$ cat config.mk
export PLATFORM = sky130hd
export DESIGN_NAME = http_request_header_parser
export DESIGN_NICKNAME = d
export VERILOG_FILES = /design/src/hdl/hrp_pkg.sv /design/src/hdl/http_request_header_parser.sv /design/src/hdl/hrp_classify.sv /design/src/hdl/hrp_fsm.sv
export SDC_FILE = /design/constraint.sdc
export NUM_CORES = 1
export LEC_CHECK = 0
export ABC_AREA = 0
export BUFFER_PORTS_ARGS = -buffer_cell sky130_fd_sc_hd__buf_2
export CAP_MARGIN = 20
export CORE_MARGIN = 2
export CORE_UTILIZATION = 58
export DETAILED_ROUTE_END_ITERATION = 6
export PLACE_DENSITY = 0.86
export RECOVER_POWER = 25
export SYNTH_ARGS = -nofsm -noshare
export SYNTH_HDL_FRONTEND = slang
export SYNTH_SLANG_ARGS = --single-unit
$ cat constraint.sdc
create_clock -name clk_i -period 3.9 [get_ports clk_i]
set_input_delay 0.39 -clock clk_i [delete_from_list [all_inputs] [get_ports clk_i]]
set_output_delay 0.39 -clock clk_i [all_outputs]
set_load 0.01 [all_outputs]
$ cat src/hdl/hrp_pkg.sv
// ----------------------------------------------------------------------------
// hrp_pkg
// shared types, character constants and byte class helpers for the
// http request header parser
// ----------------------------------------------------------------------------
`timescale 1ns / 1ps

package hrp_pkg;

  // grammar position
  typedef enum logic [4:0] {
    ST_METHOD_START = 5'd0,
    ST_METHOD       = 5'd1,
    ST_URI          = 5'd2,
    ST_VER_H        = 5'd3,
    ST_VER_T1       = 5'd4,
    ST_VER_T2       = 5'd5,
    ST_VER_P        = 5'd6,
    ST_VER_SLASH    = 5'd7,
    ST_MAJOR_START  = 5'd8,
    ST_MAJOR        = 5'd9,
    ST_MINOR_START  = 5'd10,
    ST_MINOR        = 5'd11,
    ST_LF1          = 5'd12,
    ST_LINE_START   = 5'd13,
    ST_LWS          = 5'd14,
    ST_NAME         = 5'd15,
    ST_SPACE_VALUE  = 5'd16,
    ST_VALUE        = 5'd17,
    ST_LF2          = 5'd18,
    ST_LF3          = 5'd19
  } hrp_state_e;

  typedef enum logic [1:0] {
    STAT_MORE = 2'd0,
    STAT_DONE = 2'd1,
    STAT_BAD  = 2'd2
  } hrp_status_e;

  typedef enum logic [2:0] {
    CAP_NONE    = 3'd0,
    CAP_METHOD  = 3'd1,
    CAP_URI     = 3'd2,
    CAP_VERSION = 3'd3,
    CAP_NAME    = 3'd4,
    CAP_VALUE   = 3'd5
  } hrp_cap_e;

  // character constants
  localparam logic [7:0] CH_HT     = 8'h09;
  localparam logic [7:0] CH_LF     = 8'h0A;
  localparam logic [7:0] CH_CR     = 8'h0D;
  localparam logic [7:0] CH_SP     = 8'h20;
  localparam logic [7:0] CH_SLASH  = 8'h2F;
  localparam logic [7:0] CH_DOT    = 8'h2E;
  localparam logic [7:0] CH_COLON  = 8'h3A;
  localparam logic [7:0] CH_UPPR_H = 8'h48;
  localparam logic [7:0] CH_UPPR_P = 8'h50;
  localparam logic [7:0] CH_UPPR_T = 8'h54;
  localparam logic [7:0] CH_CTL_MAX = 8'd31;
  localparam logic [7:0] CH_DEL    = 8'd127;
  localparam logic [7:0] CASE_OFS  = 8'd32;

  // byte classes handed from the classifier to the state machine
  typedef struct packed {
    logic is_ctl;
    logic is_token;
    logic is_digit;
    logic is_lws;
  } hrp_class_t;

  // one result item
  typedef struct packed {
    hrp_status_e status;
    hrp_cap_e    capture_kind;
    logic        new_header;
    logic [7:0]  byte_out;
  } hrp_result_t;

  function automatic logic is_ctl(input logic [7:0] b);
    return (b <= CH_CTL_MAX) || (b == CH_DEL);
  endfunction

  function automatic logic is_tspecial(input logic [7:0] b);
    logic r;
    case (b)
      8'h28, 8'h29, 8'h3C, 8'h3E, 8'h40,
      8'h2C, 8'h3B, 8'h3A, 8'h5C, 8'h22,
      8'h2F, 8'h5B, 8'h5D, 8'h3F, 8'h3D,
      8'h7B, 8'h7D, 8'h20, 8'h09: r = 1'b1;
      default:                    r = 1'b0;
    endcase
    return r;
  endfunction

  function automatic logic is_token(input logic [7:0] b);
    return !b[7] && !is_ctl(b) && !is_tspecial(b);
  endfunction

  function automatic logic is_digit(input logic [7:0] b);
    return (b >= 8'h30) && (b <= 8'h39);
  endfunction

  function automatic logic [7:0] to_lower(input logic [7:0] b);
    return ((b >= 8'h41) && (b <= 8'h5A)) ? b + CASE_OFS : b;
  endfunction

endpackage

$ cat src/hdl/http_request_header_parser.sv
// ----------------------------------------------------------------------------
// http_request_header_parser
// path: a request byte accepted into the input register is loaded into the
//   result register once that register frees up, and its result is offered
//   from there (input register, then result register)
// throughput: one byte per cycle unless the result side stalls; the grammar
//   state machine takes one transition per byte, and both stages hold only under back pressure
// reset: rst_ni low clears both stage valids, sets method start and clears
//   the seen-header flag; payload registers are not reset
// ----------------------------------------------------------------------------
`timescale 1ns / 1ps

module http_request_header_parser (
  input  logic        clk_i,
  input  logic        rst_ni,

  // request side
  input  logic        s_axis_tvalid,
  output logic        s_axis_tready,
  input  logic [7:0]  s_axis_tdata,   // [7:0] byte_in
  input  logic        s_axis_tuser,   // [0] restart

  // result side
  output logic        m_axis_tvalid,
  input  logic        m_axis_tready,
  output logic [15:0] m_axis_tdata,   // [1:0] status, [9:2] byte_out, [15:10] zero
  output logic [3:0]  m_axis_tuser    // [2:0] capture_kind, [3] new_header
);

  // ---------------------------------------------------------------------------
  // handshake control
  // the result register frees up when empty or being taken, the input
  // register moves into it whenever it holds a request and the result
  // register frees up; a new request is taken when the input stage is empty or drains
  // ---------------------------------------------------------------------------
  logic in_valid_q, in_valid_d;
  logic out_valid_q, out_valid_d;
  logic out_free;
  logic step;
  logic s_accept;

  assign out_free      = !out_valid_q || m_axis_tready;
  assign step          = in_valid_q && out_free;
  assign s_axis_tready = !in_valid_q || out_free;
  assign s_accept      = s_axis_tvalid && s_axis_tready;

  always_comb begin
    in_valid_d = in_valid_q;
    if (s_accept) in_valid_d = 1'b1;
    else if (step) in_valid_d = 1'b0;

    out_valid_d = out_valid_q;
    if (out_free) out_valid_d = in_valid_q;
  end

  always_ff @(posedge clk_i or negedge rst_ni) begin
    if (!rst_ni) begin
      in_valid_q  <= 1'b0;
      out_valid_q <= 1'b0;
    end else begin
      in_valid_q  <= in_valid_d;
      out_valid_q <= out_valid_d;
    end
  end

  // ---------------------------------------------------------------------------
  // input register: request byte and restart flag
  // ---------------------------------------------------------------------------
  logic [7:0] byte_q;
  logic       restart_q;

  always_ff @(posedge clk_i) begin
    if (s_accept) begin
      byte_q    <= s_axis_tdata;
      restart_q <= s_axis_tuser;
    end
  end

  // ---------------------------------------------------------------------------
  // byte classes and grammar step
  // ---------------------------------------------------------------------------
  hrp_pkg::hrp_class_t  cls;
  hrp_pkg::hrp_result_t res;

  hrp_classify u_classify (
    .byte_i  (byte_q),
    .class_o (cls)
  );

  // state advances only when the result actually moves to the output stage
  hrp_fsm u_fsm (
    .clk_i     (clk_i),
    .rst_ni    (rst_ni),
    .step_i    (step),
    .byte_i    (byte_q),
    .restart_i (restart_q),
    .class_i   (cls),
    .result_o  (res)
  );

  // ---------------------------------------------------------------------------
  // result register
  // ---------------------------------------------------------------------------
  hrp_pkg::hrp_result_t res_q;

  always_ff @(posedge clk_i) begin
    if (step) res_q <= res;
  end

  assign m_axis_tvalid = out_valid_q;
  assign m_axis_tdata  = {6'd0, res_q.byte_out, res_q.status};
  assign m_axis_tuser  = {res_q.new_header, res_q.capture_kind};

`ifndef NO_ASSERTIONS
  // a bad byte is never captured
  a_bad_no_capture: assert property (@(posedge clk_i) disable iff (!rst_ni)
    (m_axis_tvalid && res_q.status == hrp_pkg::STAT_BAD)
      |-> (res_q.capture_kind == hrp_pkg::CAP_NONE))
    else $error("bad byte carries a capture tag");

  // a new header flag only comes with a header name byte
  a_new_header_is_name: assert property (@(posedge clk_i) disable iff (!rst_ni)
    (m_axis_tvalid && res_q.new_header)
      |-> (res_q.capture_kind == hrp_pkg::CAP_NAME))
    else $error("new header flag outside header name");

  // uncaptured results carry a zero byte and no header flag
  a_none_is_zero: assert property (@(posedge clk_i) disable iff (!rst_ni)
    (m_axis_tvalid && res_q.capture_kind == hrp_pkg::CAP_NONE)
      |-> (res_q.byte_out == 8'h00 && !res_q.new_header))
    else $error("uncaptured result carries data");

  // the input stage never loses a request while the output is stalled
  a_stall_holds_input: assert property (@(posedge clk_i) disable iff (!rst_ni)
    (in_valid_q && !out_free) |=> (in_valid_q && $stable(byte_q) && $stable(restart_q)))
    else $error("pending request lost during stall");
`endif

endmodule

$ cat src/hdl/hrp_classify.sv
// ----------------------------------------------------------------------------
// hrp_classify
// sorts one request byte into the character classes of the grammar
// ----------------------------------------------------------------------------
`timescale 1ns / 1ps

module hrp_classify (
  input  logic [7:0]         byte_i,
  output hrp_pkg::hrp_class_t class_o
);

  always_comb begin
    class_o.is_ctl   = hrp_pkg::is_ctl(byte_i);
    class_o.is_token = hrp_pkg::is_token(byte_i);
    class_o.is_digit = hrp_pkg::is_digit(byte_i);
    class_o.is_lws   = (byte_i == hrp_pkg::CH_SP) || (byte_i == hrp_pkg::CH_HT);
  end

endmodule

$ cat src/hdl/hrp_fsm.sv
// ----------------------------------------------------------------------------
// hrp_fsm
// grammar state machine: one transition and one result per request byte
// ----------------------------------------------------------------------------
`timescale 1ns / 1ps

module hrp_fsm (
  input  logic                clk_i,
  input  logic                rst_ni,
  input  logic                step_i,
  input  logic [7:0]          byte_i,
  input  logic                restart_i,
  input  hrp_pkg::hrp_class_t class_i,
  output hrp_pkg::hrp_result_t result_o
);

  hrp_pkg::hrp_state_e state_q, state_d;
  logic                seen_header_q, seen_header_d;

  always_ff @(posedge clk_i or negedge rst_ni) begin
    if (!rst_ni) begin
      state_q       <= hrp_pkg::ST_METHOD_START;
      seen_header_q <= 1'b0;
    end else if (step_i) begin
      state_q       <= state_d;
      seen_header_q <= seen_header_d;
    end
  end

  hrp_pkg::hrp_status_e st;
  hrp_pkg::hrp_cap_e    cap;
  logic                 nh;

  always_comb begin
    state_d       = state_q;
    seen_header_d = seen_header_q;
    st            = hrp_pkg::STAT_MORE;
    cap           = hrp_pkg::CAP_NONE;
    nh            = 1'b0;

    case (state_q)
      hrp_pkg::ST_METHOD_START: begin
        if (class_i.is_token) begin
          state_d = hrp_pkg::ST_METHOD;
          cap     = hrp_pkg::CAP_METHOD;
        end else st = hrp_pkg::STAT_BAD;
      end
      hrp_pkg::ST_METHOD: begin
        if (byte_i == hrp_pkg::CH_SP) state_d = hrp_pkg::ST_URI;
        else if (class_i.is_token) cap = hrp_pkg::CAP_METHOD;
        else st = hrp_pkg::STAT_BAD;
      end
      hrp_pkg::ST_URI: begin
        if (byte_i == hrp_pkg::CH_SP) state_d = hrp_pkg::ST_VER_H;
        else if (class_i.is_ctl) st = hrp_pkg::STAT_BAD;
        else cap = hrp_pkg::CAP_URI;
      end
      hrp_pkg::ST_VER_H: begin
        if (byte_i == hrp_pkg::CH_UPPR_H) begin
          state_d = hrp_pkg::ST_VER_T1;
          cap     = hrp_pkg::CAP_VERSION;
        end else st = hrp_pkg::STAT_BAD;
      end
      hrp_pkg::ST_VER_T1: begin
        if (byte_i == hrp_pkg::CH_UPPR_T) begin
          state_d = hrp_pkg::ST_VER_T2;
          cap     = hrp_pkg::CAP_VERSION;
        end else st = hrp_pkg::STAT_BAD;
      end
      hrp_pkg::ST_VER_T2: begin
        if (byte_i == hrp_pkg::CH_UPPR_T) begin
          state_d = hrp_pkg::ST_VER_P;
          cap     = hrp_pkg::CAP_VERSION;
        end else st = hrp_pkg::STAT_BAD;
      end
      hrp_pkg::ST_VER_P: begin
        if (byte_i == hrp_pkg::CH_UPPR_P) begin
          state_d = hrp_pkg::ST_VER_SLASH;
          cap     = hrp_pkg::CAP_VERSION;
        end else st = hrp_pkg::STAT_BAD;
      end
      hrp_pkg::ST_VER_SLASH: begin
        if (byte_i == hrp_pkg::CH_SLASH) begin
          state_d = hrp_pkg::ST_MAJOR_START;
          cap     = hrp_pkg::CAP_VERSION;
        end else st = hrp_pkg::STAT_BAD;
      end
      hrp_pkg::ST_MAJOR_START: begin
        if (class_i.is_digit) begin
          state_d = hrp_pkg::ST_MAJOR;
          cap     = hrp_pkg::CAP_VERSION;
        end else st = hrp_pkg::STAT_BAD;
      end
      hrp_pkg::ST_MAJOR: begin
        if (byte_i == hrp_pkg::CH_DOT) begin
          state_d = hrp_pkg::ST_MINOR_START;
          cap     = hrp_pkg::CAP_VERSION;
        end else if (class_i.is_digit) cap = hrp_pkg::CAP_VERSION;
        else st = hrp_pkg::STAT_BAD;
      end
      hrp_pkg::ST_MINOR_START: begin
        if (class_i.is_digit) begin
          state_d = hrp_pkg::ST_MINOR;
          cap     = hrp_pkg::CAP_VERSION;
        end else st = hrp_pkg::STAT_BAD;
      end
      hrp_pkg::ST_MINOR: begin
        if (byte_i == hrp_pkg::CH_CR) state_d = hrp_pkg::ST_LF1;
        else if (class_i.is_digit) cap = hrp_pkg::CAP_VERSION;
        else st = hrp_pkg::STAT_BAD;
      end
      hrp_pkg::ST_LF1: begin
        if (byte_i == hrp_pkg::CH_LF) state_d = hrp_pkg::ST_LINE_START;
        else st = hrp_pkg::STAT_BAD;
      end
      hrp_pkg::ST_LINE_START: begin
        if (byte_i == hrp_pkg::CH_CR) state_d = hrp_pkg::ST_LF3;
        else if (seen_header_q && class_i.is_lws) state_d = hrp_pkg::ST_LWS;
        else if (class_i.is_token) begin
          state_d       = hrp_pkg::ST_NAME;
          cap           = hrp_pkg::CAP_NAME;
          nh            = 1'b1;
          seen_header_d = 1'b1;
        end else st = hrp_pkg::STAT_BAD;
      end
      hrp_pkg::ST_LWS: begin
        // skip leading white space of a continuation line
        if (byte_i == hrp_pkg::CH_CR) state_d = hrp_pkg::ST_LF2;
        else if (class_i.is_lws) state_d = hrp_pkg::ST_LWS;
        else if (class_i.is_ctl) st = hrp_pkg::STAT_BAD;
        else begin
          state_d = hrp_pkg::ST_VALUE;
          cap     = hrp_pkg::CAP_VALUE;
        end
      end
      hrp_pkg::ST_NAME: begin
        if (byte_i == hrp_pkg::CH_COLON) state_d = hrp_pkg::ST_SPACE_VALUE;
        else if (class_i.is_token) cap = hrp_pkg::CAP_NAME;
        else st = hrp_pkg::STAT_BAD;
      end
      hrp_pkg::ST_SPACE_VALUE: begin
        if (byte_i == hrp_pkg::CH_SP) state_d = hrp_pkg::ST_VALUE;
        else st = hrp_pkg::STAT_BAD;
      end
      hrp_pkg::ST_VALUE: begin
        if (byte_i == hrp_pkg::CH_CR) state_d = hrp_pkg::ST_LF2;
        else if (class_i.is_ctl) st = hrp_pkg::STAT_BAD;
        else cap = hrp_pkg::CAP_VALUE;
      end
      hrp_pkg::ST_LF2: begin
        if (byte_i == hrp_pkg::CH_LF) state_d = hrp_pkg::ST_LINE_START;
        else st = hrp_pkg::STAT_BAD;
      end
      hrp_pkg::ST_LF3: begin
        // final position: every further lf reports done again
        st = (byte_i == hrp_pkg::CH_LF) ? hrp_pkg::STAT_DONE : hrp_pkg::STAT_BAD;
      end
      default: st = hrp_pkg::STAT_BAD;
    endcase

    if (restart_i) begin
      state_d       = hrp_pkg::ST_METHOD_START;
      seen_header_d = 1'b0;
      st            = hrp_pkg::STAT_MORE;
      cap           = hrp_pkg::CAP_NONE;
      nh            = 1'b0;
    end

    result_o.status       = st;
    result_o.capture_kind = cap;
    result_o.new_header   = nh;
    if (cap == hrp_pkg::CAP_NONE) result_o.byte_out = 8'h00;
    else if (cap == hrp_pkg::CAP_NAME) result_o.byte_out = hrp_pkg::to_lower(byte_i);
    else result_o.byte_out = byte_i;
  end

`ifndef NO_ASSERTIONS
  // a bad byte leaves the grammar position untouched
  a_bad_holds_state: assert property (@(posedge clk_i) disable iff (!rst_ni)
    (step_i && !restart_i && result_o.status == hrp_pkg::STAT_BAD) |=> $stable(state_q))
    else $error("bad byte changed parse state");

  // restart always lands on method start with the header flag clear
  a_restart_clears: assert property (@(posedge clk_i) disable iff (!rst_ni)
    (step_i && restart_i) |=> (state_q == hrp_pkg::ST_METHOD_START && !seen_header_q))
    else $error("restart did not clear parser");

  // continuation white space only reachable once a header was seen
  a_lws_needs_header: assert property (@(posedge clk_i) disable iff (!rst_ni)
    (state_q == hrp_pkg::ST_LWS) |-> seen_header_q)
    else $error("continuation state without a prior header");
`endif

endmodule

==> results of run 1 <==
cells by family (layout without fill, tap and decap cells):
kind of cell,count (synthesis),in the layout,share of synthesized area (%)
other cells,1,6,0.152
mux,3,3,1.22
xor+xnor,1,1,0.356
compound gates,79,79,25.0
simple gates,117,117,28.7
buf+inv,39,55,7.37
flops,31,31,36.2
fa+ha+maj,2,2,1.02
registers in the layout, summed over array words and instances (netlist names):
signal and cells:
restart_q 1, m_axis_tuser 4, m_axis_tvalid 1, m_axis_tdata 10, in_valid_q 1, u_fsm.seen_header_q 1, byte_q 8, u_fsm.state_q 5
stage by stage:
step,setup WS [ns],power (mW)
after floorplan,1.14,0.846
after CTS,0.739,1.21
after global routing,0.569,1.29
after detailed placement,0.763,0.968
after global placement,0.810,0.965
final,0.714,1.22
synth_stat cells (all sizes together), types with 3 or more instances:
library cell	number
o21ai	13
dfrtp	8
clkbuf	13
o221ai	3
o2111ai	3
o211ai	5
nor4	6
nand2b	5
nand3b	4
buf	13
nand3	5
a31oi	4
nand4	4
nor2b	3
or4b	4
a21o	4
nor3b	5
edfxtp	23
nor2	25
nor4b	5
or3	4
or4	6
and2	5
nand2	16
o41ai	4
a211oi	11
mux2i	3
a21oi	10
or3b	3
nor3	8
o31ai	3
inv	13
timing repair:
action	in CTS	in global routing
endpoints found under the hold margin	8	0
hold buffers	1	0
buffers inserted	0	0
cell type report:
class,count,area [µm²],share of cell area (%)
clock inverters,2,7.51,0.280
inverters,13,48.8,1.82
flip-flops and latches,31,891,33.3
well taps,50,62.6,2.34
repair buffers,34,186,6.96
multi-input cells,208,1410,52.6
clock buffers,6,72.6,2.71
worst min path at each step:
stage | slack (ns) | to | cells after the start
after detailed placement | 0.25 | u_fsm.state_q[1] | 1
after floorplan | 0.09 | in_valid_q | 0
after global placement | 0.25 | u_fsm.seen_header_q | 1
after global routing | 0.26 | byte_q[1] | 1
final | 0.27 | byte_q[5] | 1
after CTS | 0.27 | byte_q[5] | 1
power groups by stage:
stage | Sequential, mW | Combinational, mW | Clock (mW)
after floorplan | 0.442 | 0.404 | 0
after global placement | 0.460 | 0.505 | 0
after detailed placement | 0.462 | 0.505 | 0
after CTS | 0.456 | 0.510 | 0.246
after global routing | 0.465 | 0.566 | 0.261
final | 0.458 | 0.528 | 0.237
worst register-to-register path: cells and delay by family, from the launching register on:
kind / cells / cell delay, ns
flip-flops: 1 / 0.58
AND/OR/NAND/NOR: 3 / 2.02
AO/OA/AOI/OAI: 3 / 0.51
metal layers:
layer,vias up,share of wire (%)
met4,0,3.9
met5,-,0
met1,1099,41
met2,169,45
met3,31,11
li1,1088,-
==> impl_metrics.yaml, run 1 <==
clock_tree:
  path_clk_slew_ns: 0.06
  cts_root_buf: "clkbuf_8"
  clock_path_buffers: 2
  worstSkewPairLatency_ns: 0.29
  clkSinkCount: 31
  cts_tree: "built"
  post_cts_resized: 0
  numCtsBuffers: 5
  htree_levels: 2
grt:
  grt_pass1_vias: 2167
  grt_antenna_before_repair: 0
  grt_max_degree: 23
  use_met3_pct: 6.29
  grt_busiest_layer: "met2"
  grtUsageMet2_pct: 40.1
  use_met1_pct: 35.4
  gr-total-overflow: 0
  track_usage_pct: 26.4
  grt_first_pass_wirelength_um: 10100
power_and_ir_drop:
  power_density_nw_per_um2: 457
  p_leak_nw: 1.00
  seqPwrFrac_pct: 37.5
  p_int_mw: 0.715
  switchingPower_mw: 0.508
  p_clk_share_pct: 19.3
  p_comb_share_pct: 43.2
  vdd.ir_drop.worst_mv: 0.264
  p_sw_share_pct: 41.5
logic_synthesis:
  yosys_warnings: 0
  async_flop_share_pct: 25.8
  yosysSeqAreaShare_pct: 36.2
  synth_edf_count: 23
  syn_inst: 273
  synth_top_area_share_pct: 28.0
  synth_area_leaders: "edfxtp_1 (28%), dfrtp_1 (8.1%), nor2_1 (3.8%)"
  syn_area_um2: 2460
  synth_seq_cells: 31
  yosys.area.top_type: "edfxtp_1"
  postSynthAreaPerCell_um2: 9.02
  ys.flop_type: "edfxtp_1"
  synth_cell_types: 67
placed_design:
  gp_congestion: 0.950
  dp.cells: 335
  numPortBuffers: 28
  hpwlAfterDp_um: 4480
  place_area_um2: 2590
layout:
  layout-drive-gt1-share_pct: 17.3
  final_cells: 344
  n_antenna_cell: 0
  final_core_util_pct: 66.5
  area_delta_synth_final_pct: 8.74
  final_cell_mix: "buf_2 (27), nor2_1 (25), edfxtp_1 (23), nand2_1 (16)"
  mostFrequentLayoutCell: "buf_2"
  nets: 308
  fill_cells: 356
  stdcell_area_um2: 2680
timing:
  hold_viol_final: 0
  slew_viol_final: 0
  fmax_mhz: 314
  fin_crit_sh_pct: 81.7
  finalSetupTns_ns: 0
  fin_skew_ns: 0.00603
  period_needed_ns: 3.19
  whs_ns: 0.273
  slew_headroom_pct: 47.8
  tightest_slew_ns: 0.772
  setup_violations: 0
  grt_setup_unrepaired: "false"
hold_path:
  hp-start: "s_axis_tdata[5]"
  hp-class: "in -> reg"
setup_path:
  cp_num_buf_inv: 0
  crit_path_cell_trace: "or4b_1 -> o2111ai_2 -> a2111oi_1 -> or4b_1 -> or4_4 -> o221ai_1"
  r2r_setup_slack_ns: 0.71
  cp_max_fo: 15
  crit_family: "simple AND/OR/NAND/NOR gates"
  crit_slowest_cell: "or4b_1"
  critPathCapture: "u_fsm.state_q[0]"
  r2r-end: "u_fsm.state_q[0]"
  worstPathRequired_ns: 4.10
  worst_setup_path_end_kind: "flip-flop"
  cp-start-kind: "flip-flop"
  crit_start: "byte_q[6]"
  rr_worst_depth: 6
  r2r-start: "byte_q[6]"
  critPathArrivalTime_ns: 3.39
  crit_type: "reg -> reg"
  cpPeakStageDelay_ns: 0.72
  crit_top_cell: "or4b_1"
  cp.depth: 6
drt:
  drtIter0Drc: 288
  wire_per_inst_um: 18.3
  antenna_left: 0
  vias_per_cell: 6.94
  drc: 0
  vias: 2387
  wl_um: 6310
  dr.pass1.iters: 6
job:
  cap_viol_max_count: 0
floorplanning:
  die_y_um: 69.2
  die_x_um: 69.2
  start_util_pct: 61.1
  core_um2: 4030
  rows: 23
  boundaryPins: 35
  die_area_um2: 4780
run_status:
  outcome: "complete, no violations"
No activity file was read; power rests on OpenSTA's default activity.
==> run 2: changes to the inputs <==
--- a/config.mk
+++ b/config.mk
@@ -5,7 +5,7 @@
 export SDC_FILE = /design/constraint.sdc
 export NUM_CORES = 1
 export LEC_CHECK = 0
-export ABC_AREA = 0
+export ABC_AREA = 1
 export BUFFER_PORTS_ARGS = -buffer_cell sky130_fd_sc_hd__buf_2
 export CAP_MARGIN = 20
 export CORE_MARGIN = 2
==> constraint.sdc (replaced) <==
create_clock -name clk_i -period 3 [get_ports clk_i]
set_input_delay 0.3 -clock clk_i [delete_from_list [all_inputs] [get_ports clk_i]]
set_output_delay 0.3 -clock clk_i [all_outputs]
set_load 0.01 [all_outputs]
==> run 2 against run 1 <==
Compared with the run above:
- global-route usage grew 1.2 points
- register-to-register slack lost 0.15 ns
- die area grew 0.10%
- synthesized area grew 0.10%
- hold slack lost 0.10 ns
- sequential cell count is the same
- critical path type unchanged
- largest cell class unchanged
- largest power group unchanged
==> impl_metrics.yaml, run 2 <==
floorplanning:
  die_y_um: 69.2
  boundaryPins: 35
  die_area_um2: 4790
  rows: 23
  start_util_pct: 60.7
  core_um2: 4060
  die_x_um: 69.2
clock_tree:
  htree_levels: 2
  numCtsBuffers: 5
  clock_path_buffers: 2
  post_cts_resized: 0
  cts_root_buf: "clkbuf_8"
  cts_tree: "built"
  post_cts_buffers: 0
  ctsHoldBuffers: 1
  clkSinkCount: 31
  path_clk_slew_ns: 0.08
  worstSkewPairLatency_ns: 0.30
logic_synthesis:
  synth.area.mux_share_pct: 0
  synth-compound-area-share_pct: 8.32
  async_flop_share_pct: 25.8
  syn_area_um2: 2460
  synth_edf_count: 23
  synthAdderAreaFrac_pct: 1.02
  synth_top_family_by_area: "simple AND/OR/NAND/NOR gates"
  ys.flop_type: "edfxtp_1"
  synthXorXnorAreaFrac_pct: 0.355
  synth_simple_gate_area_share_pct: 41.7
  yosysSeqAreaShare_pct: 36.1
  synth_seq_cells: 31
  yosys.area.top_type: "edfxtp_1"
  synth_top_area_share_pct: 28.0
  yosys_warnings: 0
  synth_common_cells: "nand2_1 (112), inv_1 (48), nor2_1 (47)"
  syn_inst: 372
  postSynthAreaPerCell_um2: 6.63
  synth_most_common_cell: "nand2_1"
  synth_cell_types: 35
  synth_area_leaders: "edfxtp_1 (28%), nand2_1 (17%), dfrtp_1 (8.1%)"
power_and_ir_drop:
  p_leak_nw: 1.50
  power_mw: 1.76
  power_density_nw_per_um2: 643
  vdd.ir_drop.worst_mv: 0.394
setup_path:
  crit_top_cell: "nand2_1"
  cp_num_buf_inv: 5
  worst_setup_path_end_kind: "flip-flop"
  crit_path_cell_trace: "inv_1 -> nand3_1 -> inv_1 -> nand2_1 -> a21oi_1 -> inv_1 -> nand2_1 -> nor2_2 -> nand2_1 -> nand2_2 -> nand2_1 -> nor2_2 -> inv_4 -> nand2_1 -> inv_1"
  crit_slowest_cell: "dfrtp_1"
  cp-start-kind: "flip-flop"
  r2r_setup_slack_ns: 0.57
  cpPeakStageDelay_ns: 0.41
  worstPathRequired_ns: 3.15
  cp_max_fo: 14
  crit_type: "reg -> reg"
  crit_family: "simple AND/OR/NAND/NOR gates"
  critPathArrivalTime_ns: 2.59
grt:
  grt_pass1_vias: 2286
  gr-total-overflow: 0
  grt_antenna_before_repair: 0
  grt_first_pass_wirelength_um: 10500
  grt_max_degree: 17
  track_usage_pct: 27.6
layout:
  fill_cells: 353
  layout-drive-gt1-share_pct: 16.1
  final_cell_mix: "nand2_1 (112), inv_1 (48), nor2_1 (47), nand3_1 (32), buf_2 (27)"
  area_delta_synth_final_pct: 11.0
  multi_input_area_um2: 1290
  mostFrequentLayoutCell: "nand2_1"
  nets: 418
  largest_reg_flops: 10
  final_core_util_pct: 67.4
  n_antenna_cell: 0
  regArea_um2: 891
drt:
  antenna_left: 0
  wl_um: 6580
  drc: 0
  drtIter0Drc: 247
  vias: 2581
  vias_per_cell: 5.69
  dr.pass1.iters: 5
  wire_per_inst_um: 14.5
timing:
  finalSetupTns_ns: 0
  slew_viol_final: 0
  fin_skew_ns: 0.0145
  hold_viol_final: 0
  setup_violations: 0
  period_needed_ns: 2.43
  worst_slack_ns: 0.567
  fin_crit_sh_pct: 81.1
  fmax_mhz: 411
  grt_setup_unrepaired: "false"
placed_design:
  gp_congestion: 1.04
  numPortBuffers: 28
  dp_slack_ns: 0.632
  hpwlAfterDp_um: 5170
hold_path:
  hp-class: "in -> reg"
run_status:
  outcome: "complete, no violations"
job:
  cap_viol_max_count: 0
[run 2: cell families (layout without fill, tap and decap cells)]
group                    after synthesis  count (layout)
XOR/XNOR                               1               1
flip-flops                            31              31
adder cells (fa/ha/maj)                2               2
AND/OR/NAND/NOR                      233             233
buffers and inverters                 69              96
other                                  1               6
AO/OA/AOI/OAI                         35              35
[run 2: through the flow]
stage	area, µm²	cells	hold slack [ns]
after floorplan	2480	377	0.00441
after global placement	2610	445	0.147
after detailed placement	2610	445	0.149
after CTS	2740	454	0.182
after global routing	2740	454	0.174
final	2740	454	0.172
[run 2: final timing paths]
check / start / end / cells past startpoint
hold reg to reg: in_valid_q / m_axis_tvalid / 2
hold / removal: s_axis_tdata[5] / byte_q[5] / 1
setup reg to reg: u_fsm.state_q[4] / m_axis_tdata[9] / 15
max in group asynchronous: rst_ni / u_fsm.seen_header_q / 2
setup / recovery: u_fsm.state_q[4] / m_axis_tdata[9] / 15
min in group asynchronous: rst_ni / in_valid_q / 2
[run 2: final cells by class]
cell class | instances | share of cell area (%)
flip-flops and latches | 31 | 32.6
inverters | 58 | 8.05
repair buffers | 30 | 5.72
clock inverters | 2 | 1.28
well taps | 50 | 2.29
clock buffers | 6 | 3.02
multi-input cells | 277 | 47.1
[run 2: metal layers]
layer  vias up  GRT usage [%]  wire length, µm
met5         -              0                0
met1      1158           39.5             2820
met3        17           5.96              703
met4         0           10.2              165
li1       1255              -                -
met2       151           40.9             2890
[run 2: where the power goes]
part	leakage, nW	switching (mW)	internal [mW]
logic	1.11	0.493	0.224
registers	0.332	0.0633	0.544
clock network	0.0612	0.166	0.269
